**src/rtl/core/fsha_pkg.sv**
```systemverilog
`default_nettype none
package fsha_pkg;
    localparam int unsigned HEAP_UNITS    = 64;
    localparam int unsigned TABLE_ENTRIES = 32;
    localparam int unsigned NAME_BITS     = 8;

    localparam logic [1:0] REQ_ALLOC = 2'd0;
    localparam logic [1:0] REQ_FREE  = 2'd1;
    localparam logic [1:0] REQ_COPY  = 2'd2;

    localparam logic [1:0] FIT_FIRST = 2'd0;
    localparam logic [1:0] FIT_WORST = 2'd1;

    localparam logic [2:0] ST_OK      = 3'd0;
    localparam logic [2:0] ST_NO_HOLE = 3'd1;
    localparam logic [2:0] ST_NO_NAME = 3'd2;
    localparam logic [2:0] ST_FULL    = 3'd3;
    localparam logic [2:0] ST_BAD_SZ  = 3'd4;

    localparam int unsigned STATE_BITS = 3;
    localparam logic [STATE_BITS-1:0] S_IDLE  = 3'd0;
    localparam logic [STATE_BITS-1:0] S_FIND  = 3'd1;
    localparam logic [STATE_BITS-1:0] S_SCAN  = 3'd2;
    localparam logic [STATE_BITS-1:0] S_MARK  = 3'd3;
    localparam logic [STATE_BITS-1:0] S_FREE  = 3'd4;
    localparam logic [STATE_BITS-1:0] S_CLEAR = 3'd5;
    localparam logic [STATE_BITS-1:0] S_DONE  = 3'd6;
endpackage
`default_nettype wire

```
**src/rtl/core/fit_strategy_heap_allocator_unit.sv**
```systemverilog
// allocate: the heap scan (S_SCAN) finds a hole, S_MARK sets its units, S_DONE posts the result.
// copy first searches the table for the source (S_FIND); bad size or full table go straight to S_DONE.
// free walks the table (S_FREE) and clears the units of every released block (S_CLEAR).
// one request at a time, the heap scan walks one unit per cycle through a single comparator.
// o_ready stays low during the work and while a word waits.
// reset (synchronous, active low) frees the whole heap, empties the table, sets first fit.
`default_nettype none
module fit_strategy_heap_allocator_unit
    import fsha_pkg::*;
(
    input  wire        i_clk,
    input  wire        i_rst_n,
    input  wire        i_cfg_valid,
    output logic       o_cfg_ready,
    input  wire  [1:0] i_fit_mode,
    input  wire        i_valid,
    output logic       o_ready,
    input  wire  [1:0] i_req_type,
    input  wire  [7:0] i_var_id,
    input  wire  [6:0] i_alloc_size,
    input  wire  [7:0] i_source_id,
    output logic       o_valid,
    input  wire        i_ready,
    output logic [2:0] o_status,
    output logic [5:0] o_block_start,
    output logic [6:0] o_block_size,
    output logic [5:0] o_freed_count
);
    localparam int unsigned UB = $clog2(HEAP_UNITS);
    localparam int unsigned UC = $clog2(HEAP_UNITS + 1);
    localparam int unsigned EB = $clog2(TABLE_ENTRIES);
    localparam int unsigned EC = $clog2(TABLE_ENTRIES + 1);

    typedef struct packed {
        logic [NAME_BITS-1:0] name;
        logic [NAME_BITS-1:0] ref_name;
        logic                 has_ref;
        logic [UB-1:0]        start;
        logic [UC-1:0]        size;
    } t_entry;

    t_entry                  r_tab [TABLE_ENTRIES];
    logic [HEAP_UNITS-1:0]   r_occ;
    logic [EC-1:0]           r_count;
    logic [1:0]              r_fit;
    logic [STATE_BITS-1:0]   r_state;
    logic [1:0]              r_req;
    logic [NAME_BITS-1:0]    r_name, r_src;
    logic [UC-1:0]           r_size;
    logic [UC:0]             r_u;
    logic [UB-1:0]           r_run_start, r_best_start, r_mark;
    logic [UC-1:0]           r_run_len, r_best_len, r_left;
    logic                    r_found;
    logic [EC-1:0]           r_i, r_keep;
    logic [EC-1:0]           r_freed;
    logic [2:0]              r_status;
    logic [5:0]              r_o_start;
    logic [6:0]              r_o_size;
    logic                    r_out_v;

    t_entry cur;
    logic   hit, take, free_u;
    assign cur = r_tab[r_i[EB-1:0]];
    assign hit = (cur.name == r_name) || (cur.has_ref && cur.ref_name == r_name);
    assign free_u = (r_u < (UC+1)'(HEAP_UNITS)) && !r_occ[r_u[UB-1:0]];

    always_comb begin
        if (!r_found) begin
            take = 1'b1;
        end else if (r_fit == FIT_FIRST) begin
            take = 1'b0;
        end else if (r_fit == FIT_WORST) begin
            take = r_run_len > r_best_len;
        end else begin
            take = r_run_len < r_best_len;
        end
    end

    assign o_ready     = (r_state == S_IDLE) && !r_out_v;
    assign o_cfg_ready = o_ready && !i_valid;
    assign o_valid     = r_out_v;
    assign o_status      = r_status;
    assign o_block_start = r_o_start;
    assign o_block_size  = r_o_size;
    assign o_freed_count = 6'(r_freed);

    always_ff @(posedge i_clk) begin
        if (!i_rst_n) begin
            r_state <= S_IDLE;
            r_occ   <= '0;
            r_count <= '0;
            r_fit   <= FIT_FIRST;
            r_out_v <= 1'b0;
        end else begin
            if (r_out_v && i_ready) r_out_v <= 1'b0;
            if (i_cfg_valid && o_cfg_ready) r_fit <= i_fit_mode;
            case (r_state)
                S_IDLE: begin
                    if (i_valid && o_ready) begin
                        r_req  <= i_req_type;
                        r_name <= i_var_id[NAME_BITS-1:0];
                        r_src  <= i_source_id[NAME_BITS-1:0];
                        r_i    <= '0;
                        r_keep <= '0;
                        r_freed <= '0;
                        r_u    <= '0;
                        r_run_len <= '0;
                        r_found <= 1'b0;
                        r_best_start <= '0;
                        r_best_len <= '0;
                        if (i_req_type == REQ_FREE) begin
                            r_state <= S_FREE;
                        end else if (i_req_type == REQ_COPY) begin
                            r_state <= S_FIND;
                        end else if (i_alloc_size == 7'd0 ||
                                     32'(i_alloc_size) > HEAP_UNITS) begin
                            r_status <= ST_BAD_SZ;
                            r_state  <= S_DONE;
                        end else if (r_count >= EC'(TABLE_ENTRIES)) begin
                            r_status <= ST_FULL;
                            r_state  <= S_DONE;
                        end else begin
                            r_size  <= UC'(i_alloc_size);
                            r_state <= S_SCAN;
                        end
                    end
                end
                S_FIND: begin
                    if (r_i >= r_count) begin
                        r_status <= ST_NO_NAME;
                        r_state  <= S_DONE;
                    end else if (cur.name == r_src) begin
                        r_size <= cur.size;
                        if (r_count >= EC'(TABLE_ENTRIES)) begin
                            r_status <= ST_FULL;
                            r_state  <= S_DONE;
                        end else begin
                            r_state <= S_SCAN;
                        end
                    end else begin
                        r_i <= r_i + 1'b1;
                    end
                end
                S_SCAN: begin
                    // one unit per cycle, one extra step closes the last run
                    if (free_u) begin
                        if (r_run_len == '0) r_run_start <= r_u[UB-1:0];
                        r_run_len <= r_run_len + 1'b1;
                        r_u <= r_u + 1'b1;
                    end else begin
                        if (r_run_len >= r_size && r_run_len != '0 && take) begin
                            r_found <= 1'b1;
                            r_best_start <= r_run_start;
                            r_best_len <= r_run_len;
                        end
                        r_run_len <= '0;
                        if (r_u == (UC+1)'(HEAP_UNITS)) begin
                            r_state <= S_MARK;
                            r_mark  <= (r_run_len >= r_size && r_run_len != '0 && take)
                                       ? r_run_start : r_best_start;
                            r_left  <= r_size;
                        end else begin
                            r_u <= r_u + 1'b1;
                        end
                    end
                end
                S_MARK: begin
                    if (!r_found) begin
                        r_status <= ST_NO_HOLE;
                        r_state  <= S_DONE;
                    end else if (r_left != '0) begin
                        r_occ[r_mark] <= 1'b1;
                        r_mark <= r_mark + 1'b1;
                        r_left <= r_left - 1'b1;
                    end else begin
                        r_tab[r_count[EB-1:0]] <= '{name: r_name,
                            ref_name: (r_req == REQ_COPY) ? r_src : '0,
                            has_ref: (r_req == REQ_COPY), start: r_best_start,
                            size: r_size};
                        r_count  <= r_count + 1'b1;
                        r_status <= ST_OK;
                        r_state  <= S_DONE;
                    end
                end
                S_FREE: begin
                    if (r_i >= r_count) begin
                        r_count  <= r_keep;
                        r_status <= (r_freed != '0) ? ST_OK : ST_NO_NAME;
                        r_state  <= S_DONE;
                    end else if (hit) begin
                        r_mark  <= cur.start;
                        r_left  <= cur.size;
                        r_freed <= r_freed + 1'b1;
                        r_state <= S_CLEAR;
                    end else begin
                        r_tab[r_keep[EB-1:0]] <= cur;
                        r_keep <= r_keep + 1'b1;
                        r_i <= r_i + 1'b1;
                    end
                end
                S_CLEAR: begin
                    if (r_left != '0) begin
                        r_occ[r_mark] <= 1'b0;
                        r_mark <= r_mark + 1'b1;
                        r_left <= r_left - 1'b1;
                    end else begin
                        r_i <= r_i + 1'b1;
                        r_state <= S_FREE;
                    end
                end
                S_DONE: begin
                    r_out_v   <= 1'b1;
                    r_o_start <= (r_status == ST_OK && r_req != REQ_FREE)
                                 ? 6'(r_best_start) : 6'd0;
                    r_o_size  <= (r_status == ST_OK && r_req != REQ_FREE)
                                 ? 7'(r_size) : 7'd0;
                    if (r_req != REQ_FREE) r_freed <= '0;
                    r_state <= S_IDLE;
                end
                default: r_state <= S_IDLE;
            endcase
        end
    end
endmodule
`default_nettype wire

```
**config.mk**
```make
export PLATFORM = sky130hd
export DESIGN_NAME = fit_strategy_heap_allocator_unit
export DESIGN_NICKNAME = d
export VERILOG_FILES = /design/src/rtl/core/fsha_pkg.sv /design/src/rtl/core/fit_strategy_heap_allocator_unit.sv
export SDC_FILE = /design/constraint.sdc
export NUM_CORES = 1
export LEC_CHECK = 0
export ABC_AREA = 1
export BUFFER_PORTS_ARGS = -buffer_cell sky130_fd_sc_hd__clkbuf_2
export CORE_AREA = 2 2 288 290
export CTS_BUF_LIST = sky130_fd_sc_hd__clkbuf_8
export DETAILED_ROUTE_END_ITERATION = 10
export DIE_AREA = 0 0 290 292
export PLACE_DENSITY = 0.76
export SLEW_MARGIN = 20
export SYNTH_ARGS = -nofsm -noshare
export SYNTH_HDL_FRONTEND = slang
export SYNTH_SLANG_ARGS = --single-unit
```
**constraint.sdc**
```tcl
create_clock -name i_clk -period 4.7 [get_ports i_clk]
set_input_delay 0.705 -clock i_clk [delete_from_list [all_inputs] [get_ports i_clk]]
set_output_delay 0.705 -clock i_clk [all_outputs]
set_load 0.03 [all_outputs]
```
Word level (Yosys, flattened, before mapping)
Memory sizes are Yosys's and may differ from the RTL's. A register that Yosys moved wholly into a read port is not among the register bits. Cells that the tools add are included.

Register bits after elaboration: 183. Memory bits (writable): 960. Input bits: 32. Output and inout port bits: 25. Word-level logic and storage cells: 248. Memories kept: 1.

Add/sub/neg operators: 8. Order comparisons: 10. Eq/ne operators: 40. Multiplexer cells: 112. Bitwise operators: 3. Reductions and logical operators: 51.

Memories: r_tab (depth 32, bits a word 30, read ports 1, clocked after Yosys merged registers in 1, wr ports 1, RTL line fit_strategy_heap_allocator_unit.sv:42) `t_entry r_tab [TABLE_ENTRIES];`.

Operators with widths (count): 2-to-1 mux 64 bit (3); 2-to-1 mux 6 bit (22); one-hot mux 64 bit (2 select lines) (1); 2-to-1 mux 7 bit (17); 2-to-1 mux 3 bit (24); AND 64 bit (1); NOT 64 bit (1); bitwise OR 64 bit (1); one-hot mux 6 bit (4 select lines) (2); one-hot mux 7 bit (2 select lines) (3); inequality test 2 bit (second input constant) (20); one-hot mux 6 bit (2 select lines) (3); 2-to-1 mux 8 bit (4); adder 6 x 1 -> 6 bit (second input constant) (5); 2-to-1 mux 30 bit (1); OR reduction 30 bit (1); one-hot mux 7 bit (4 select lines) (1); equality test 8 bit (3); 2-to-1 mux 1 bit (21); AND reduction 4 bit (5); one-hot mux 3 bit (6 select lines) (1); one-hot mux 6 bit (3 select lines) (1); one-hot mux 8 bit (2 select lines) (1); AND reduction 8 bit (2); 43 further kinds (80).

Longest topological paths before layout
Depth in word-level cells: 10. Depth in mapped cells: 23. Mapped depth without buffers: 20.

Least setup slack after synthesis
Ideal clock, no wire load.

Path kind: reg-to-reg. From: reg with a tool-made name. To: mem r_tab[0][0] (netlist bit), enable pin. Library setup time: 0.417 ns. Arrival: 3.392 ns. Data required time: 4.283 ns. Setup slack: 0.891 ns. Cell stages (with the launch flop): 22. Buffers on the path: 4. Period minus slack after synthesis: 3.809 ns. Cells stage by stage: dfxtp_1 -> buf_4 -> inv_2 -> buf_4 -> buf_4 -> nand3_1 -> nand3_1 -> nand2_1 -> nand2_1 -> nand3_1 -> nand2_1 -> nand2_1 -> nand2_1 -> nor2_1 -> nand2_1 -> nor2_1 -> nor2_1 -> buf_4 -> nand4_1 -> nand2_1 -> nand3_2 -> nor2_1.

RTL lines (RTL line): to (decl) (fit_strategy_heap_allocator_unit.sv:42).

==> impl_metrics.ini <==
[run_status]
status = completed

[placement]
hpwl_um = 76100
dpl.cell_count = 5361
dpl-instance-area_um2 = 50900
gp_congestion = 0.901
pre_cts_ws_ns = 0.350
numPortBuffers = 56

[critical_path]
critical_path.slowest_cell = dfxtp_4
r2r_slack_ns = 0.42
cp_slowest_stage_delay_ns = 0.44
endpoint_kind = register
crit_type = register to register
critPathArrivalTime_ns = 4.77
path_common_cell = nand2_1
crit_family = simple AND/OR/NAND/NOR gates
reg2reg_depth = 20
r2r_end = r_tab[27][27]
worstPathRequired_ns = 5.19
crit_fanout = 67
critPathLaunchType = register
cp_num_buf_inv = 4
path_cells = inv_8 -> buf_12 -> nand3_1 -> nand3_1 -> nand2_1 -> nand2_1 -> nand3_1 -> nand2_1 -> nand2_1 -> nand2_1 -> nor2_1 -> nand2_1 -> nor2_1 -> nor2_1 -> buf_4 -> nand4_1 -> nand2_1 -> nand3_1 -> nor2_4 -> buf_4

[detailed_routing]
drt_pass1_iterations = 6
drcViolationCount = 0
ant_nets = 0
totalWireLength_um = 129000
viasPerCell = 6.09
drt_iter0_drc = 4450
drt-wirelength-per-cell_um = 22.6
num_vias = 34700

[worst_hold_path]
min_to = r_name[1]
whs_path_depth = 1
holdCritStartpoint = i_var_id[1]
hold_class = input pin to register

[clocking]
cts_buffers = 179
cts_max_level = 4
clock_latency_ns = 0.86
path_clk_slew_ns = 0.06
root_buffer = clkbuf_8
cts_setup_buffers = 0
clockBufferDepth = 3
cts_tree = yes
clock_sinks = 1148

[timing]
fin_setup_tns_ns = 0
grt_setup_unrepaired = false
relSlewSlack_pct = 31.4
finalHoldViolCount = 0
max_freq_mhz = 234
fin_worst_skew_ns = 0.0605
setup_viol = 0
min_period_ns = 4.28
worst_pin_slew_ns = 1.02
holdWs_ns = 0.0556
fin_ws_ns = 0.424
report.final.slew_viol_count = 0
period_share_pct = 91.0

[power_and_ir_drop]
power_leakage_nw = 19.7
peakVddDrop_v = 0.000668
p_per_area_nw_per_um2 = 575

[logic_synthesis]
async_flop_share_pct = 0
yosys-top-cells-area = edfxtp_1 66%, nand2_1 7.3%, nand3_1 5.6%
synth_most_common_cell = edfxtp_1
yosysTopAreaCellShare_pct = 66.1
synth_ff_type = edfxtp_1
synth_edf_count = 1067
yosysTopAreaCell = edfxtp_1
synth_seq_cells = 1148
syn_inst = 4328
yosysWarnings = 0
synth_nets = 4399
syn-cell-area_um2 = 48500
synth_common_cells = 1067 x edfxtp_1, 947 x nand2_1, 547 x nand3_1, 445 x nor2_1, 379 x o21ai_0
synth_cell_type_count = 47
yosysSeqAreaShare_pct = 69.4
avgSynthCellArea_um2 = 11.2

[die]
core.rowCount = 105
die_h_um = 292
coreArea_um2 = 81600
initial_core_util_pct = 59.4
die_x_um = 290
io_pins = 57
die_area_um2 = 84700

[layout]
syn_to_final_growth_pct = 11.8
fin_nets = 4556
drive_gt1_share_pct = 10.7
final-instance-count-excl-fill = 5688
design_area_um2 = 54200
fillers = 5907

[global_routing]
grt_pass1_vias = 33700
antenna_found_initial = 1
overflow = 0
grt_max_degree = 186
grt_use_total_pct = 30.3
grt_pass1_wl_um = 195000

[flow_run]
cap_violations = 0
[worst register-to-register path: cells and delay by family, from the launching register on]
family	cells	cell delay, ns
AND/OR/NAND/NOR	16	2.20
buffers and inverters	4	1.27
flip-flops	1	0.44
[cell usage in the layout, fill, tap and decap left out, types with 4 or more instances in the layout]
cell,netlist,routed
inv_8,0,6
clkinv_1,6,37
ha_1,39,39
a32oi_1,7,7
nand2_1,947,947
inv_1,176,241
clkinv_2,0,13
o21ai_0,379,364
edfxtp_1,1067,1067
clkbuf_8,0,187
nand3_1,547,547
nand3_2,4,4
dfxtp_1,81,76
o22ai_1,39,36
a211oi_1,10,10
a21oi_1,89,89
xor2_1,14,14
o21ai_2,3,9
nand4_1,20,20
nor4_1,5,4
clkinvlp_4,0,5
buf_12,0,30
a32o_1,4,4
o211ai_1,15,15
o221ai_1,78,78
buf_4,33,128
o21ai_1,11,20
dlygate4sd3_1,0,13
a31oi_1,35,35
clkbuf_2,0,56
nor2_4,0,32
nor3_1,25,24
nor2_1,445,412
[area by class of cell]
cell class,instances,area (um2),area share (%)
clock buffers,187,2570,4.75
flip-flops and latches,1148,33700,62.1
repair buffers,228,1980,3.66
clock inverters,126,637,1.18
diodes,1,2.50,0.00462
well taps,1070,1340,2.47
inverters,187,721,1.33
multi-input cells,2741,13300,24.5
[report_power, final]
group	internal (W)	total (W)	switching [W]
registers	0.0121	0.0125	0.000316
clock network	0.00380	0.00763	0.00384
logic	0.00300	0.0111	0.00809
total	0.0189	0.0312	0.0122
[state kept, by name (all words and copies together) (netlist names), 7 cells and up, named ones only]
name,flops
r_tab,960
r_run_len,7
r_size,7
r_left,7
r_src,8
r_u,8
r_best_len,7
r_name,8
o_block_size,7
[logic make-up (layout without fill, tap and decap cells)]
kind of cell,count (synthesis),after routing,share of synthesized area (%)
AND/OR/NAND/NOR,1999,1999,17.2
flip-flops,1148,1148,69.4
AO/OA/AOI/OAI,687,687,8.28
buffers and inverters,439,728,3.85
adder cells (fa/ha/maj),39,39,1.01
XOR/XNOR,16,16,0.289
other,0,1,0
[per-layer routing]
metal	wire (um)	track usage, %	share of wire [%]
met1	49100	40.1	38
met2	61400	49.0	48
met3	11900	4.92	9.3
met4	6220	15.5	4.8
met5	0	0	0
[repair_timing]
action / CTS / global route
endpoints found under the hold margin: 13 / 0
endpoints found under the setup margin: 0 / 286
gates resized for setup: 0 / 1
hold buffers: 13 / 0
[metrics by stage]
step,power (W),utilization (%)
floorplan,0.0198,-
finish,0.0312,66.4
CTS,0.0311,66.4
global route,0.0327,66.4
detailed placement,0.0235,62.3
global placement,0.0233,62.3
[worst max path at each step]
stage / cells past startpoint / slack [ns] / endpoint / from
finish: 20 / 0.42 / r_tab[27][27] / register
global placement: 21 / 0.43 / r_tab[10][11] / register
floorplan: 21 / 0.89 / r_tab[0][0] / register
CTS: 18 / 0.32 / r_tab[10][21] / register
global route: 21 / 0.12 / r_tab[27][27] / register
detailed placement: 21 / 0.35 / r_tab[9][11] / register
Note: power is estimated with default switching activity, not from simulation.
